File: src/hw/rtl/asl_pkg.sv
// Shared types, token codes, keyword table and character class helpers for the line lexer.
package asl_pkg;

    typedef struct packed {
        logic [7:0] ch;
        logic       line_end;
    } char_item_t;

    typedef struct packed {
        logic [5:0] token_type;
        logic [7:0] start_col;
        logic [6:0] token_len;
        logic       end_of_line;
        logic [5:0] tokens_on_line;
        logic       overflow;
    } token_item_t;

    // Up to two results per character; first is queued ahead of second.
    typedef struct packed {
        logic [1:0]  count;
        token_item_t first;
        token_item_t second;
    } token_push_t;

    typedef enum logic [2:0] {
        MODE_IDLE,
        MODE_WORD,
        MODE_DIGITS,
        MODE_SIGNED,
        MODE_DIR,
        MODE_STRING,
        MODE_SKIP
    } lex_mode_t;

    typedef struct packed {
        logic       hit;
        logic [5:0] code;
    } kw_match_t;

    localparam logic [5:0] TT_NONE  = 6'd0;
    localparam logic [5:0] TT_HASH  = 6'd28;
    localparam logic [5:0] TT_INT   = 6'd29;
    localparam logic [5:0] TT_STR   = 6'd30;
    localparam logic [5:0] TT_ERR   = 6'd31;
    localparam logic [5:0] TT_LDEF  = 6'd32;
    localparam logic [5:0] TT_LUSE  = 6'd33;
    localparam logic [5:0] TT_COMMA = 6'd34;
    localparam logic [5:0] TT_STAR  = 6'd35;

    localparam int KW_COUNT = 28;

    // Keyword text right-justified: the last character sits in the low byte.
    localparam logic [63:0] KW_TEXT [KW_COUNT] = '{
        64'("r0"), 64'("r1"), 64'("r2"), 64'("r3"),
        64'("r4"), 64'("r5"), 64'("r6"), 64'("r7"),
        64'("mov"), 64'("cmp"), 64'("add"), 64'("sub"),
        64'("not"), 64'("clr"), 64'("lea"), 64'("inc"),
        64'("dec"), 64'("jmp"), 64'("bne"), 64'("red"),
        64'("prn"), 64'("jsr"), 64'("rts"), 64'("stop"),
        64'(".data"), 64'(".string"), 64'(".entry"), 64'(".extern")
    };

    localparam logic [2:0] KW_LEN [KW_COUNT] = '{
        3'd2, 3'd2, 3'd2, 3'd2, 3'd2, 3'd2, 3'd2, 3'd2,
        3'd3, 3'd3, 3'd3, 3'd3, 3'd3, 3'd3, 3'd3, 3'd3,
        3'd3, 3'd3, 3'd3, 3'd3, 3'd3, 3'd3, 3'd3, 3'd4,
        3'd5, 3'd7, 3'd6, 3'd7
    };

    localparam int OFIFO_DEPTH = 4;
    localparam int OFIFO_AW    = 2;
    localparam int OFIFO_CW    = 3;

    function automatic logic is_space(input logic [7:0] c);
        return (c == 8'h20) || ((c >= 8'h09) && (c <= 8'h0D));
    endfunction

    function automatic logic is_digit(input logic [7:0] c);
        return (c >= 8'h30) && (c <= 8'h39);
    endfunction

    function automatic logic is_alpha(input logic [7:0] c);
        return ((c >= 8'h61) && (c <= 8'h7A)) || ((c >= 8'h41) && (c <= 8'h5A));
    endfunction

    function automatic logic is_print(input logic [7:0] c);
        return (c >= 8'h20) && (c <= 8'h7E);
    endfunction

    // Parallel compare of the held head characters against every keyword.
    function automatic kw_match_t kw_lookup(input logic [7:0][7:0] head,
                                            input logic [6:0] len);
        kw_match_t res;
        logic      same;
        res = '0;
        for (int i = 0; i < KW_COUNT; i++)
        begin
            same = (len == {4'd0, KW_LEN[i]});
            for (int k = 0; k < 8; k++)
            begin
                if (k < int'(KW_LEN[i]))
                begin
                    if (head[k] != KW_TEXT[i][(int'(KW_LEN[i]) - 1 - k) * 8 +: 8])
                    begin
                        same = 1'b0;
                    end
                end
            end
            if (same)
            begin
                res.hit  = 1'b1;
                res.code = 6'(i);
            end
        end
        return res;
    endfunction

endpackage

File: src/hw/rtl/asl_lexer.sv
// Lexer state and single-pass token classification for one registered character.
module asl_lexer #(
    parameter int MAX_TOKEN_CHARS = 80,
    parameter int MAX_LINE_TOKENS = 32
) (
    input  logic                clk,
    input  logic                rst_n,
    input  logic                step,
    input  asl_pkg::char_item_t item,
    output asl_pkg::token_push_t push
);

    localparam logic [6:0] RUN_CAP   = 7'(MAX_TOKEN_CHARS - 1);
    localparam logic [5:0] TOK_BOUND = 6'(MAX_LINE_TOKENS);

    localparam logic [7:0] CH_NUL   = 8'h00;
    localparam logic [7:0] CH_SEMI  = 8'h3B;
    localparam logic [7:0] CH_COLON = 8'h3A;
    localparam logic [7:0] CH_QUOTE = 8'h22;
    localparam logic [7:0] CH_PLUS  = 8'h2B;
    localparam logic [7:0] CH_MINUS = 8'h2D;
    localparam logic [7:0] CH_DOT   = 8'h2E;
    localparam logic [7:0] CH_HASH  = 8'h23;
    localparam logic [7:0] CH_COMMA = 8'h2C;
    localparam logic [7:0] CH_STAR  = 8'h2A;

    asl_pkg::lex_mode_t mode_reg, mode_next;
    logic [7:0][7:0]    head_reg;
    logic [6:0]         run_len_reg, run_len_next;
    logic [7:0]         run_start_reg, run_start_next;
    logic [7:0]         column_reg, column_next;
    logic [7:0]         last_char_reg, last_char_next;
    logic [5:0]         tokens_reg, tokens_next;
    logic               too_many_reg, too_many_next;

    logic [7:0]         c;
    logic               take;
    logic               extend;
    logic               in_run;
    logic               append_en;
    logic               ldef_en;
    logic               close_en;
    logic               start_en;
    logic               sym_en;
    asl_pkg::lex_mode_t start_mode;
    logic [5:0]         sym_type;
    logic [5:0]         close_type;
    asl_pkg::kw_match_t kw;
    logic               a_en, a_push, b_push, sym_push;
    logic [5:0]         tokens_a, tokens_b;
    logic               tm_a, tm_b;
    asl_pkg::token_item_t a_item, b_item;
    logic               head_we;
    logic [2:0]         head_addr;

    assign c  = item.ch;
    assign kw = asl_pkg::kw_lookup(head_reg, run_len_reg);

    always_comb
    begin
        unique case (mode_reg)
            asl_pkg::MODE_WORD:   take = asl_pkg::is_digit(c) || asl_pkg::is_alpha(c);
            asl_pkg::MODE_DIGITS: take = asl_pkg::is_digit(c);
            asl_pkg::MODE_SIGNED: take = asl_pkg::is_digit(c);
            asl_pkg::MODE_DIR:    take = asl_pkg::is_alpha(c);
            asl_pkg::MODE_STRING: take = asl_pkg::is_print(c);
            default:              take = 1'b0;
        endcase
    end

    assign in_run = (mode_reg != asl_pkg::MODE_IDLE) && (mode_reg != asl_pkg::MODE_SKIP);
    assign extend = take && (run_len_reg < RUN_CAP);

    assign append_en = step && !item.line_end && in_run && extend;
    assign ldef_en   = step && !item.line_end && (mode_reg == asl_pkg::MODE_WORD)
                       && !extend && (c == CH_COLON);
    assign close_en  = step && in_run && (item.line_end || (!extend && !ldef_en));
    assign start_en  = step && !item.line_end && (mode_reg != asl_pkg::MODE_SKIP)
                       && !append_en && !ldef_en;

    // What a character starts when no run absorbs it.
    always_comb
    begin
        sym_en     = 1'b0;
        start_mode = asl_pkg::MODE_IDLE;
        priority if ((c == CH_NUL) || (c == CH_SEMI))
            start_mode = asl_pkg::MODE_SKIP;
        else if (asl_pkg::is_space(c))
            start_mode = asl_pkg::MODE_IDLE;
        else if (c == CH_QUOTE)
            start_mode = asl_pkg::MODE_STRING;
        else if ((c == CH_PLUS) || (c == CH_MINUS))
            start_mode = asl_pkg::MODE_SIGNED;
        else if (c == CH_DOT)
            start_mode = asl_pkg::MODE_DIR;
        else if (asl_pkg::is_alpha(c))
            start_mode = asl_pkg::MODE_WORD;
        else if (asl_pkg::is_digit(c))
            start_mode = asl_pkg::MODE_DIGITS;
        else
            sym_en = start_en;
    end

    always_comb
    begin
        priority if (c == CH_HASH)
            sym_type = asl_pkg::TT_HASH;
        else if (c == CH_COMMA)
            sym_type = asl_pkg::TT_COMMA;
        else if (c == CH_STAR)
            sym_type = asl_pkg::TT_STAR;
        else if (c == CH_COLON)
            sym_type = asl_pkg::TT_LDEF;
        else
            sym_type = asl_pkg::TT_ERR;
    end

    always_comb
    begin
        unique case (mode_reg)
            asl_pkg::MODE_WORD:   close_type = kw.hit ? kw.code : asl_pkg::TT_LUSE;
            asl_pkg::MODE_DIGITS: close_type = asl_pkg::TT_INT;
            asl_pkg::MODE_SIGNED: close_type = (run_len_reg > 7'd1) ? asl_pkg::TT_INT
                                                                    : asl_pkg::TT_ERR;
            asl_pkg::MODE_DIR:    close_type = kw.hit ? kw.code : asl_pkg::TT_ERR;
            asl_pkg::MODE_STRING: close_type = (last_char_reg == CH_QUOTE) ? asl_pkg::TT_STR
                                                                           : asl_pkg::TT_ERR;
            default:              close_type = asl_pkg::TT_ERR;
        endcase
    end

    // First result: the closed run or a label definition; past the bound it only flags.
    always_comb
    begin
        a_en     = close_en || ldef_en;
        a_push   = a_en && (tokens_reg < TOK_BOUND);
        tokens_a = a_push ? tokens_reg + 6'd1 : tokens_reg;
        tm_a     = too_many_reg || (a_en && !a_push);

        a_item.token_type     = ldef_en ? asl_pkg::TT_LDEF : close_type;
        a_item.start_col      = run_start_reg;
        a_item.token_len      = run_len_reg;
        a_item.end_of_line    = 1'b0;
        a_item.tokens_on_line = tokens_a;
        a_item.overflow       = too_many_reg;

        sym_push = sym_en && (tokens_a < TOK_BOUND);
        tokens_b = sym_push ? tokens_a + 6'd1 : tokens_a;
        tm_b     = tm_a || (sym_en && !sym_push);

        if (item.line_end)
        begin
            b_item.token_type     = asl_pkg::TT_NONE;
            b_item.start_col      = 8'd0;
            b_item.token_len      = 7'd0;
            b_item.end_of_line    = 1'b1;
            b_item.tokens_on_line = tokens_a;
            b_item.overflow       = tm_a;
        end
        else
        begin
            b_item.token_type     = sym_type;
            b_item.start_col      = column_reg;
            b_item.token_len      = 7'd1;
            b_item.end_of_line    = 1'b0;
            b_item.tokens_on_line = tokens_b;
            b_item.overflow       = tm_a;
        end
        b_push = (step && item.line_end) || sym_push;

        push.count  = {1'b0, a_push} + {1'b0, b_push};
        push.first  = a_push ? a_item : b_item;
        push.second = b_item;
    end

    always_comb
    begin
        mode_next      = mode_reg;
        run_len_next   = run_len_reg;
        run_start_next = run_start_reg;
        column_next    = column_reg;
        last_char_next = last_char_reg;
        tokens_next    = tokens_reg;
        too_many_next  = too_many_reg;
        head_we        = 1'b0;
        head_addr      = run_len_reg[2:0];
        if (step)
        begin
            if (item.line_end)
            begin
                mode_next      = asl_pkg::MODE_IDLE;
                run_len_next   = 7'd0;
                run_start_next = 8'd0;
                column_next    = 8'd0;
                last_char_next = 8'd0;
                tokens_next    = 6'd0;
                too_many_next  = 1'b0;
            end
            else
            begin
                if (column_reg != 8'hFF)
                    column_next = column_reg + 8'd1;
                tokens_next   = tokens_b;
                too_many_next = tm_b;
                if (append_en)
                begin
                    run_len_next   = run_len_reg + 7'd1;
                    last_char_next = c;
                    head_we        = (run_len_reg < 7'd8);
                end
                else if (ldef_en)
                begin
                    mode_next = asl_pkg::MODE_IDLE;
                end
                else if (start_en)
                begin
                    mode_next = start_mode;
                    if ((start_mode != asl_pkg::MODE_IDLE)
                        && (start_mode != asl_pkg::MODE_SKIP))
                    begin
                        run_start_next = column_reg;
                        run_len_next   = 7'd1;
                        last_char_next = c;
                        head_we        = 1'b1;
                        head_addr      = 3'd0;
                    end
                end
            end
        end
    end

    always_ff @(posedge clk or negedge rst_n)
    begin
        if (!rst_n)
        begin
            mode_reg      <= asl_pkg::MODE_IDLE;
            run_len_reg   <= 7'd0;
            run_start_reg <= 8'd0;
            column_reg    <= 8'd0;
            last_char_reg <= 8'd0;
            tokens_reg    <= 6'd0;
            too_many_reg  <= 1'b0;
        end
        else
        begin
            mode_reg      <= mode_next;
            run_len_reg   <= run_len_next;
            run_start_reg <= run_start_next;
            column_reg    <= column_next;
            last_char_reg <= last_char_next;
            tokens_reg    <= tokens_next;
            too_many_reg  <= too_many_next;
        end
    end

    // Only positions already written for the current run can affect a keyword match.
    always_ff @(posedge clk)
    begin
        if (head_we)
            head_reg[head_addr] <= c;
    end

endmodule

File: src/hw/rtl/asl_out_fifo.sv
// Four-entry result queue taking up to two results per cycle and issuing one per transfer.
module asl_out_fifo (
    input  logic                  clk,
    input  logic                  rst_n,
    input  asl_pkg::token_push_t  push,
    output logic                  room,
    output logic                  token_valid,
    input  logic                  token_stall,
    output asl_pkg::token_item_t  token_item
);

    asl_pkg::token_item_t            mem_reg [asl_pkg::OFIFO_DEPTH];
    logic [asl_pkg::OFIFO_AW-1:0]    rd_ptr_reg, rd_ptr_next;
    logic [asl_pkg::OFIFO_AW-1:0]    wr_ptr_reg, wr_ptr_next;
    logic [asl_pkg::OFIFO_CW-1:0]    count_reg, count_next;
    logic [asl_pkg::OFIFO_AW-1:0]    wr_ptr_plus1;
    logic                            pop;

    assign token_valid  = (count_reg != '0);
    assign token_item   = mem_reg[rd_ptr_reg];
    assign pop          = token_valid && !token_stall;
    assign room         = (count_reg <= asl_pkg::OFIFO_CW'(asl_pkg::OFIFO_DEPTH - 2));
    assign wr_ptr_plus1 = wr_ptr_reg + asl_pkg::OFIFO_AW'(1);

    always_comb
    begin
        rd_ptr_next = pop ? rd_ptr_reg + asl_pkg::OFIFO_AW'(1) : rd_ptr_reg;
        wr_ptr_next = wr_ptr_reg + asl_pkg::OFIFO_AW'(push.count);
        count_next  = count_reg + asl_pkg::OFIFO_CW'(push.count)
                      - asl_pkg::OFIFO_CW'(pop);
    end

    always_ff @(posedge clk or negedge rst_n)
    begin
        if (!rst_n)
        begin
            rd_ptr_reg <= '0;
            wr_ptr_reg <= '0;
            count_reg  <= '0;
        end
        else
        begin
            rd_ptr_reg <= rd_ptr_next;
            wr_ptr_reg <= wr_ptr_next;
            count_reg  <= count_next;
        end
    end

    always_ff @(posedge clk)
    begin
        if (push.count != 2'd0)
            mem_reg[wr_ptr_reg] <= push.first;
        if (push.count == 2'd2)
            mem_reg[wr_ptr_plus1] <= push.second;
    end

endmodule

File: src/hw/rtl/assembly_line_lexer_core.sv
// Top level of the assembly line lexer: input register, lexer stage and result queue.
//
// Characters arrive on the char channel (char_valid / char_stall / char_item), one per
// transfer; an item with line_end set closes the line. Tokens leave on the token channel
// (token_valid / token_stall / token_item), one result per transfer, each with its type
// code, start column and length; a line closes with an end marker carrying the count.
// A character passes the input register, then the classification stage, which writes
// its results into the four-entry result queue; the queue head is offered on the token
// channel.
// Throughput: one character per cycle. A character that yields two results (a closed
// run plus a symbol, or a run plus the end marker) needs two output transfers; the
// held character waits whenever the queue has fewer than two free entries.
// When the receiver stalls, the head result holds and the queue fills; char_stall rises
// once the held character cannot be placed.
// Reset clears the lexer to idle at column zero with the line's count and overflow
// cleared, and empties the queue.
module assembly_line_lexer_core #(
    parameter int MAX_TOKEN_CHARS = 80,
    parameter int MAX_LINE_TOKENS = 32
) (
    input  logic                 clk,
    input  logic                 rst_n,
    input  logic                 char_valid,
    output logic                 char_stall,
    input  asl_pkg::char_item_t  char_item,
    output logic                 token_valid,
    input  logic                 token_stall,
    output asl_pkg::token_item_t token_item
);

    logic                 char_vld_reg, char_vld_next;
    asl_pkg::char_item_t  char_item_reg;
    logic                 room;
    logic                 step;
    asl_pkg::token_push_t push;

    assign step          = char_vld_reg && room;
    assign char_stall    = char_vld_reg && !room;
    assign char_vld_next = char_stall ? char_vld_reg : char_valid;

    always_ff @(posedge clk or negedge rst_n)
    begin
        if (!rst_n)
            char_vld_reg <= 1'b0;
        else
            char_vld_reg <= char_vld_next;
    end

    always_ff @(posedge clk)
    begin
        if (char_valid && !char_stall)
            char_item_reg <= char_item;
    end

    asl_lexer #(
        .MAX_TOKEN_CHARS (MAX_TOKEN_CHARS),
        .MAX_LINE_TOKENS (MAX_LINE_TOKENS)
    ) u_lexer (
        .clk   (clk),
        .rst_n (rst_n),
        .step  (step),
        .item  (char_item_reg),
        .push  (push)
    );

    asl_out_fifo u_out_fifo (
        .clk         (clk),
        .rst_n       (rst_n),
        .push        (push),
        .room        (room),
        .token_valid (token_valid),
        .token_stall (token_stall),
        .token_item  (token_item)
    );

endmodule
File: config.mk
export PLATFORM = sky130hd
export DESIGN_NAME = assembly_line_lexer_core
export DESIGN_NICKNAME = d
export VERILOG_FILES = /design/src/hw/rtl/asl_pkg.sv /design/src/hw/rtl/asl_lexer.sv /design/src/hw/rtl/asl_out_fifo.sv /design/src/hw/rtl/assembly_line_lexer_core.sv
export SDC_FILE = /design/constraint.sdc
export NUM_CORES = 1
export LEC_CHECK = 0
export CAP_MARGIN = 40
export CORE_UTILIZATION = 25
export CTS_CLUSTER_SIZE = 14
export DETAILED_ROUTE_END_ITERATION = 7
export DONT_BUFFER_PORTS = 1
export SYNTH_ARGS = -nofsm -noshare
export SYNTH_HDL_FRONTEND = slang
export SYNTH_SLANG_ARGS = --single-unit
File: constraint.sdc
create_clock -name clk -period 9.1 [get_ports clk]
set_input_delay 0 -clock clk [delete_from_list [all_inputs] [get_ports clk]]
set_output_delay 0 -clock clk [all_outputs]
set_load 0.005 [all_outputs]
# After elaboration in Yosys (flattened, before gate mapping)
# Memory sizes are Yosys's and may differ from the RTL's.
# Cells that the tools add are included.
[totals]
word_cells = 378
mem_bits_rw = 116
output_inout_bits = 31
input_bits = 13
reg_bits = 122
memories = 1
[memory_table]
columns = ["name", "depth", "word_bits", "rd", "rd_ports_with_merged_regs", "write_ports", "line", "source"]
rows = [
  ["u_out_fifo.mem_reg", 4, 29, 1, 0, 2, "asl_out_fifo.sv:12", "asl_pkg::token_item_t mem_reg [asl_pkg::OFIFO_DEPTH];"],
]
[classes]
add_sub_neg = 10
n_lt_le_gt_ge = 18
eq_ne = 85
reduce_logical = 65
n_mux = 178
[ops]
columns = ["op", "count"]
rows = [
  ["$ne 8x7->1 const B", 47],
  ["$mux 7", 33],
  ["$mux 8", 13],
  ["$mux 1", 98],
  ["$eq 8x6->1 const B", 11],
  ["$ne 8x6->1 const B", 9],
  ["$bwmux 64", 1],
  ["$mux 6", 10],
  ["$mux 29", 2],
  ["$mux 3", 16],
  ["$logic_and 1x1->1", 30],
  ["$pmux 6 s5", 1],
  ["$eq 7x3->1 const B", 4],
  ["$demux 8 s3", 1],
  ["$le 8x7->1 const B", 3],
  ["$reduce_bool 3->1", 6],
  ["$ge 8x6->1 const B", 2],
  ["$ge 8x7->1 const B", 2],
  ["$eq 7x2->1 const B", 2],
  ["$add 6x1->6 const B", 2],
  ["$lt 6x6->1 const B", 2],
  ["$logic_or 1x1->1", 10],
  ["$logic_not 1->1", 9],
  ["$add 8x1->8 const B", 1],
  ["32 further kinds", 41],
]

# Logic depth before layout (Yosys ltp)
# Gate-level depths: netlist (run 1).
[depth]
depth_word = 35
ltp_mapped = 20
depth_no_buf = 17

# Cells and area by module
# From an unflattened synthesis (run 1), not the netlist that was laid out.
[unflattened]
cells_unflattened = 986
hier_area_um2 = 12411.9
[modules_own_cells]
columns = ["mod", "area_each_um2", "seq_area_each_um2", "n_inst", "cells_each"]
rows = [
  ["asl_out_fifo", 6057.1, 3658.5, 1, 321],
  ["asl_lexer", 6020.8, 2707.6, 1, 650],
  ["assembly_line_lexer_core", 334.1, 295.3, 1, 15],
]

# Worst setup path before layout (run 1)
# No wires, ideal clock.
[synth_timing]
path_type = "reg-to-reg"
from = "register char_item_reg[1] (netlist bit)"
to = "memory u_out_fifo.mem_reg[1][8] (netlist bit) (data pin)"
setup_ns = 0.154
arrival_ns = 3.872
stages_incl_launch_ff = 18
n_path_buf = 5
synth_period_minus_slack_ns = 4.026
path_slack_ns = 5.074
required_ns = 8.946
path_cell_list = "edfxtp_1 > or4_4 > o22ai_2 > nor3b_2 > o21a_4 > a211o_1 > buf_6 > or2_1 > clkbuf_1 > nand2_1 > inv_1 > ha_1 > or3b_2 > clkbuf_1 > or2_1 > clkbuf_1 > buf_2 > o22ai_1"
[synth_lines]
columns = ["element", "line", "source"]
rows = [
  ["from (decl)", "assembly_line_lexer_core.sv:32", "asl_pkg::char_item_t char_item_reg;"],
  ["from (signal assigned)", "assembly_line_lexer_core.sv:52", "char_item_reg <= char_item;"],
  ["to (decl)", "asl_out_fifo.sv:12", ""],
]

==> results by group, run 1 <==
Die
  – Boundary pin count: 44
  – Core region area: 47750 µm²
  – Die Span Y: 222.2 µm
  – Chip width: 222.2 µm
  – Initial core utilization: roughly a quarter
  – Die footprint: slightly below 50000 µm²
  – Number of placement rows: 80

Job
  – Max-cap violations: 0

Setup path
  – Maximum cell stage delay along the critical path: 0.70 ns
  – Critical path data required time: 9.38 ns
  – Crit Reg-Reg Startpoint: char_item_reg[3]
  – Setup crit end kind: flop
  – CP Buf/Inv Count: 4
  – CP arrival: 5.32 ns
  – First element of the critical path: char_item_reg[3]
  – Cell chain of the critical path: a21oi_1, o22ai_2, nor3b_2, o21a_4, or3_1, clkinv_1, ha_1, inv_1, nor2_1, a21oi_1, inv_1, buf_16
  – Classification of the worst setup path: flop to flop
  – CP Max Fanout: 22
  – Critical path launch point type: flop
  – Max stage delay cell, worst path: edfxtp_1
  – Critical path's top delay family: compound AO/OA/AOI/OAI gates

Final layout
  – Max reg flops: around 120
  – Most frequent standard cell in the layout excluding fill and tap cells: edfxtp_1
  – Commonest non-fill, non-tap cells in the layout: edfxtp_1, nand2_1, nor2_1, o22ai_1, o21ai_0
  – Final #Nets: 1091
  – Share of final-layout standard cells stronger than drive strength 1: 11.46%
  – Core occupancy in the finished layout: 28.83%
  – Area growth, synth to finish: 13.57%

Global route
  – First-pass GRT wire length: 55.10 mm
  – Number of antenna violations at the first check in global routing: 2
  – Global route total overflow: 0
  – Pin count of the biggest net entering global routing: 50
  – Via count of the first global-routing pass: 8969
  – Global Route Usage Sum: roughly 14%

Synth
  – Gate count of the mapped netlist: 1076
  – Xor/xnor cell area share of the yosys netlist: 1.951%
  – Most used flip-flop cell after synthesis: edfxtp_1
  – Share of async-settable or async-resettable flops after synthesis: 21.30%
  – Mapped Nets: about 1100
  – Compound-gate portion of the synthesized area: 13.87%
  – Sequential share of the synthesized area: 52.98%
  – Avg Cell Area, Syn: 11.26 µm²
  – Number of unique standard cell types used by synthesis: 93
  – Number of enable-type register cells in the synthesized netlist: 157
  – Synth Register Bits: 230
  – Simple-gate area share of the yosys netlist: 19.75%
  – Synthesized cell area: 12120 µm²
  – Combinational family with the most area after synthesis: simple AND/OR/NAND/NOR gates
  – Number of warnings issued by yosys: 0
  – Multiplexer fraction of the synthesized cell area: 6.442%
  – Arithmetic-cell share of the synthesized area counting full adders, half adders and majority gates: approximately 1.5%

Clock tree
  – Clk_lat worst skew: ~0.53 ns
  – Number of clock sinks: 230
  – Clock-pin slew on the worst setup and hold paths: ~0.060 ns
  – Cell chosen for the clock root: clkbuf_16
  – Longest Clk Path Bufs: 3
  – H-tree levels: 1
  – Clock tree from TritonCTS: done
  – TritonCTS Buffers: 25

Outcome
  – Outcome: finished, final reports clean

STA
  – Final setup vio count: 0
  – RSZ-0062 raised after global routing: no
  – Max-slew headroom: 37.26%
  – Post-Route Setup TNS: 0 ns
  – Hold Worst Slack: 0.05563 ns
  – Tmin final: 5.041 ns
  – Fin. Hold Viols: 0
  – Final max-slew violation count: 0
  – Skew final: 0.01095 ns
  – Post-route fraction of the period consumed by the critical path: 55.39%
  – Highest attainable clock frequency: 198.4 MHz
  – Least-Margin Pin Slew: approximately 0.94 ns

Placed design
  – I/O Buffers: 0
  – Final weighted congestion of routability-driven global placement: 0.9127
  – Final HPWL DP: 25.44 mm

Drt
  – Routed via count divided by cell count: 5.423
  – Final ANT Viol Nets: 0
  – DRC Markers: 0
  – Vias: 9208
  – Drt initial violations: about 960
  – Final WL: 35.61 mm
  – 1st-pass router iterations: 5
  – WL/cell: 20.97 µm

Power and ir drop
  – Peak supply drop: roughly 0.13 mV
  – Standby leakage power: 4.552 nW
  – Total power after layout: around 3.7 mW
  – Power per standard cell area: 267.5 nW/µm²

Worst hold path
  – Class of the most critical hold timing path: primary input to asynchronous set/reset pin
==> final cells by class <==
class / instances / area [µm²]
Antenna cell: 1 / 2.502
Inverter: 31 / 116.4
Tap cell: 615 / 769.5
Clock inverter: 11 / 85.08
Clock buffer: 34 / 679.4
Multi-Input combinational cell: 740 / 5294
Fill cell: 4804 / 33980
Timing Repair Buffer: 36 / 394.1
Sequential cell: 230 / 6422
==> worst register-to-register path, cell delays in order (launching register included) <==
cell      delay [ns]
edfxtp_1        0.70
a21oi_1         0.33
o22ai_2         0.12
nor3b_2         0.43
o21a_4          0.22
or3_1           0.57
clkinv_1        0.46
ha_1            0.40
inv_1           0.18
nor2_1          0.09
a21oi_1         0.65
inv_1           0.36
buf_16          0.26
==> cells by family (layout without fill, tap and decap cells) <==
group | Yosys count | after routing
flops | 230 | 230
buf+inv | 106 | 112
mux | 41 | 41
compound gates | 247 | 247
other cells | 0 | 1
xor+xnor | 27 | 27
simple gates | 411 | 411
fa+ha+maj | 14 | 14
==> Yosys cell counts (all sizes together) (15+ instances only) <==
| cell | number | share of area, % |
|---|---|---|
| nand2 | 90 | 2.8 |
| nor4b | 16 | 1.2 |
| nor2 | 68 | 2.1 |
| mux4 | 29 | 5.4 |
| nand3 | 30 | 1.2 |
| o22ai | 69 | 3.6 |
| inv | 28 | 0.87 |
| a21oi | 25 | 1.0 |
| clkbuf | 55 | 1.7 |
| nor3 | 33 | 1.4 |
| o21ai | 58 | 2.4 |
| buf | 20 | 0.83 |
| dfrtp | 49 | 10 |
| nand4 | 22 | 1.2 |
| a22o | 17 | 1.2 |
| xor2 | 15 | 1.1 |
| edfxtp | 157 | 39 |
| dfxtp | 24 | 4.0 |
| nor4 | 23 | 1.6 |
==> worst paths after layout <==
path                                                  end  slack [ns]  depth (start not counted)
worst max-delay path             u_out_fifo.mem_reg[3][7]        4.06                         12
worst min-delay path             u_lexer.run_start_reg[4]        0.06                          2
worst max register to register   u_out_fifo.mem_reg[3][7]        4.06                         12
worst min register to register  u_out_fifo.mem_reg[1][10]        0.46                          2
max in group asynchronous        u_out_fifo.rd_ptr_reg[0]        8.80                          2
min in group clk                         char_item_reg[7]        0.11                          1
==> metrics by stage <==
step           area, µm²  instances  setup WS [ns]
3_3_place_gp       12690       1628          4.062
6_report           13760       1698          4.059
3_5_place_dp       12850       1639          4.097
2_1_floorplan      12120       1076          5.074
5_1_grt            13760       1698          3.720
4_1_cts            13760       1697          4.129
==> metal layers <==
metal  global-route usage, %  part of all wire [%]  up-vias
met4                   4.413                   2.4        2
met2                   22.19                    45      403
met3                   2.222                   7.4       61
met1                   20.24                    45     4546
li1                        -                     -     4196
met5                       0                 0.028        -
==> report_power, final <==
part           switching, mW  internal [mW]
Sequential             0.153           1.37
Clock                  0.408          0.550
Combinational          0.765          0.435
Total                   1.33           2.36
==> timing repair <==
item,4_1_cts,5_1_grt
hold endpoints to repair,70,0
gates resized for setup,0,0
hold buffers,13,0
setup buffers,0,0
Power figures use the tool's default switching activity.
==> run 2, diff against run 1 <==
- clock period: 9.1 -> 4.28 ns (I/O delays scaled with it)
==> results by group, run 2 (synthesis results as in run 1) <==
Global route
  – First-pass GRT wire length: 55.63 mm (+0.98%)
  – Global route total overflow: 0 (unchanged)
  – Number of antenna violations at the first check in global routing: 0 (-2)
  – Via count of the first global-routing pass: 9081 (+1.2%)
  – Global Route Usage Sum: 14.41% (+0.16 points)
  – Pin count of the biggest net entering global routing: 48 (-4.0%)

Final layout
  – Share of final-layout standard cells stronger than drive strength 1: 14.66% (+3.2 points)
  – Max reg flops: 116 (unchanged)
  – Area growth, synth to finish: 16.16%
  – Filler instances: 4801 (-0.062%)
  – Commonest non-fill, non-tap cells in the layout: edfxtp_1, nand2_1, nor2_1, o22ai_1
  – Core occupancy in the finished layout: 29.48% (+0.66 points)
  – Number of inserted diodes: 0 (-1)
  – Final #Nets: 1126 (+3.2%)
  – Most frequent standard cell in the layout excluding fill and tap cells: edfxtp_1

Worst hold path
  – Class of the most critical hold timing path: primary input to flop

Die
  – Core region area: 47750 µm² (unchanged)
  – Number of placement rows: 80 (unchanged)
  – Die Span Y: 222.2 µm (unchanged)
  – Die footprint: 49360 µm² (unchanged)
  – Chip width: 222.2 µm (unchanged)
  – Initial core utilization: 25.38% (unchanged)
  – Boundary pin count: 44 (unchanged)

Setup path
  – CP arrival: 4.34 ns (-0.98 ns)
  – Setup crit end kind: flop
  – Classification of the worst setup path: flop to flop
  – CP Max Fanout: 15 (-32%)
  – Slack of the worst reg-to-reg path: 0.32 ns (-3.74 ns)
  – Critical path data required time: 4.66 ns (-4.72 ns)
  – Critical path launch point type: flop

Power and ir drop
  – Power per standard cell area: 579.3 nW/µm² (+120%)
  – Total power after layout: 8.155 mW (+120%)
  – Peak supply drop: 0.2489 mV (+95%)
  – Standby leakage power: 4.748 nW (+4.3%)

Clock tree
  – H-tree levels: 1 (unchanged)
  – Longest Clk Path Bufs: 3 (unchanged)
  – TritonCTS Buffers: 26 (+4.0%)
  – Cell chosen for the clock root: clkbuf_16
  – Number of clock sinks: 230 (unchanged)
  – Clock tree from TritonCTS: done
  – Clk_lat worst skew: 0.56 ns (+0.03 ns)
  – Number of post-CTS setup repair buffers: 0 (unchanged)
  – Clock-pin slew on the worst setup and hold paths: 0.06 ns (about the same)

Drt
  – Vias: 9332 (+1.3%)
  – Routed via count divided by cell count: 5.382 (-0.76%)
  – Final WL: 35.80 mm (+0.52%)
  – Final ANT Viol Nets: 0 (unchanged)
  – 1st-pass router iterations: 6 (+1)
  – WL/cell: 20.64 µm (-1.6%)
  – DRC Markers: 0 (unchanged)
  – Drt initial violations: 1110 (+15%)

STA
  – Highest attainable clock frequency: 252.4 MHz (+27%)
  – Tmin final: 3.961 ns (-1.080 ns)
  – RSZ-0062 raised after global routing: no
  – Final setup vio count: 0 (unchanged)
  – Post-route fraction of the period consumed by the critical path: 92.55% (+37 points)
  – Max-slew headroom: 35.04% (-2.2 points)
  – Post-Route Setup TNS: 0 ns (unchanged)
  – Hold Worst Slack: 0.1127 ns (+0.05704 ns)
  – Final max-slew violation count: 0 (unchanged)
  – Worst path setup slack after routing: 0.3188 ns (-3.740 ns)
  – Skew final: 0.02882 ns (+0.01787 ns)
  – Fin. Hold Viols: 0 (unchanged)
  – Least-Margin Pin Slew: 0.9499 ns (+0.008842 ns)

Placed design
  – Final HPWL DP: 25.47 mm (+0.10%)
  – I/O Buffers: 0 (unchanged)
  – Pre-CTS setup slack: 0.3598 ns (-3.737 ns)
  – Final weighted congestion of routability-driven global placement: 0.8871 (-2.8%)

Job
  – Max-cap violations: 0 (unchanged)

Outcome
  – Outcome: finished, final reports clean
==> run 2: through the flow <==
stage / cells / instance area, µm²
after floorplan: 1076 / 12120
after global placement: 1669 / 13020
after detailed placement: 1671 / 13030
after CTS: 1734 / 14070
after global routing: 1734 / 14080
final: 1734 / 14080
==> run 2: worst max-delay path: stages, from the launching register on <==
cell	delay [ns]
edfxtp_1	0.51
nand3_1	0.22
nor3_1	0.37
o41ai_4	0.15
o21a_4	0.28
a211o_1	0.31
or2_1	0.23
nand2_1	0.11
inv_1	0.06
ha_1	0.25
or3b_2	0.56
or2_1	0.51
o22ai_1	0.24
==> run 2: layout make-up <==
cell class,instances,area (µm²),share of cell area [%]
clock buffer,31,669.4,4.755
tap,615,769.5,5.466
timing repair buffer,70,618.1,4.391
multi-input combinational,740,5294,37.61
inverter,31,116.4,0.8266
sequential,230,6422,45.62
clock inverter,17,187.7,1.333
==> run 2: layer usage <==
metal / track usage (%) / up-vias / routed length [µm]
met5: 0 / - / 0
met3: 2.222 / 61 / 2366
li1: - / 4250 / -
met1: 20.66 / 4643 / 16510
met2: 22.45 / 378 / 16100
met4: 3.965 / 0 / 820
==> run 2: power breakdown <==
part	switching (mW)	internal (mW)	total (mW)
clock	0.923	1.31	2.23
sequential	0.281	2.91	3.19
combinational	1.74	0.991	2.73
total	2.94	5.21	8.16
==> run 2: final timing paths <==
path,start,cells after the start,to
setup / recovery,char_item_reg[6],12,u_out_fifo.mem_reg[1][20]
hold / removal,char_item[1],1,char_item_reg[1]
setup reg to reg,char_item_reg[6],12,u_out_fifo.mem_reg[1][20]
hold reg to reg,u_out_fifo.mem_reg[3][10],2,u_out_fifo.mem_reg[3][10]
max in group asynchronous,rst_n,4,u_out_fifo.rd_ptr_reg[0]
min in group asynchronous,rst_n,3,u_lexer.last_char_reg[0]
==> run 2: timing repair <==
item,in CTS,in global routing
gates resized for setup,0,1
hold buffers,15,0
setup endpoints to repair,0,15
hold endpoints to repair,70,0
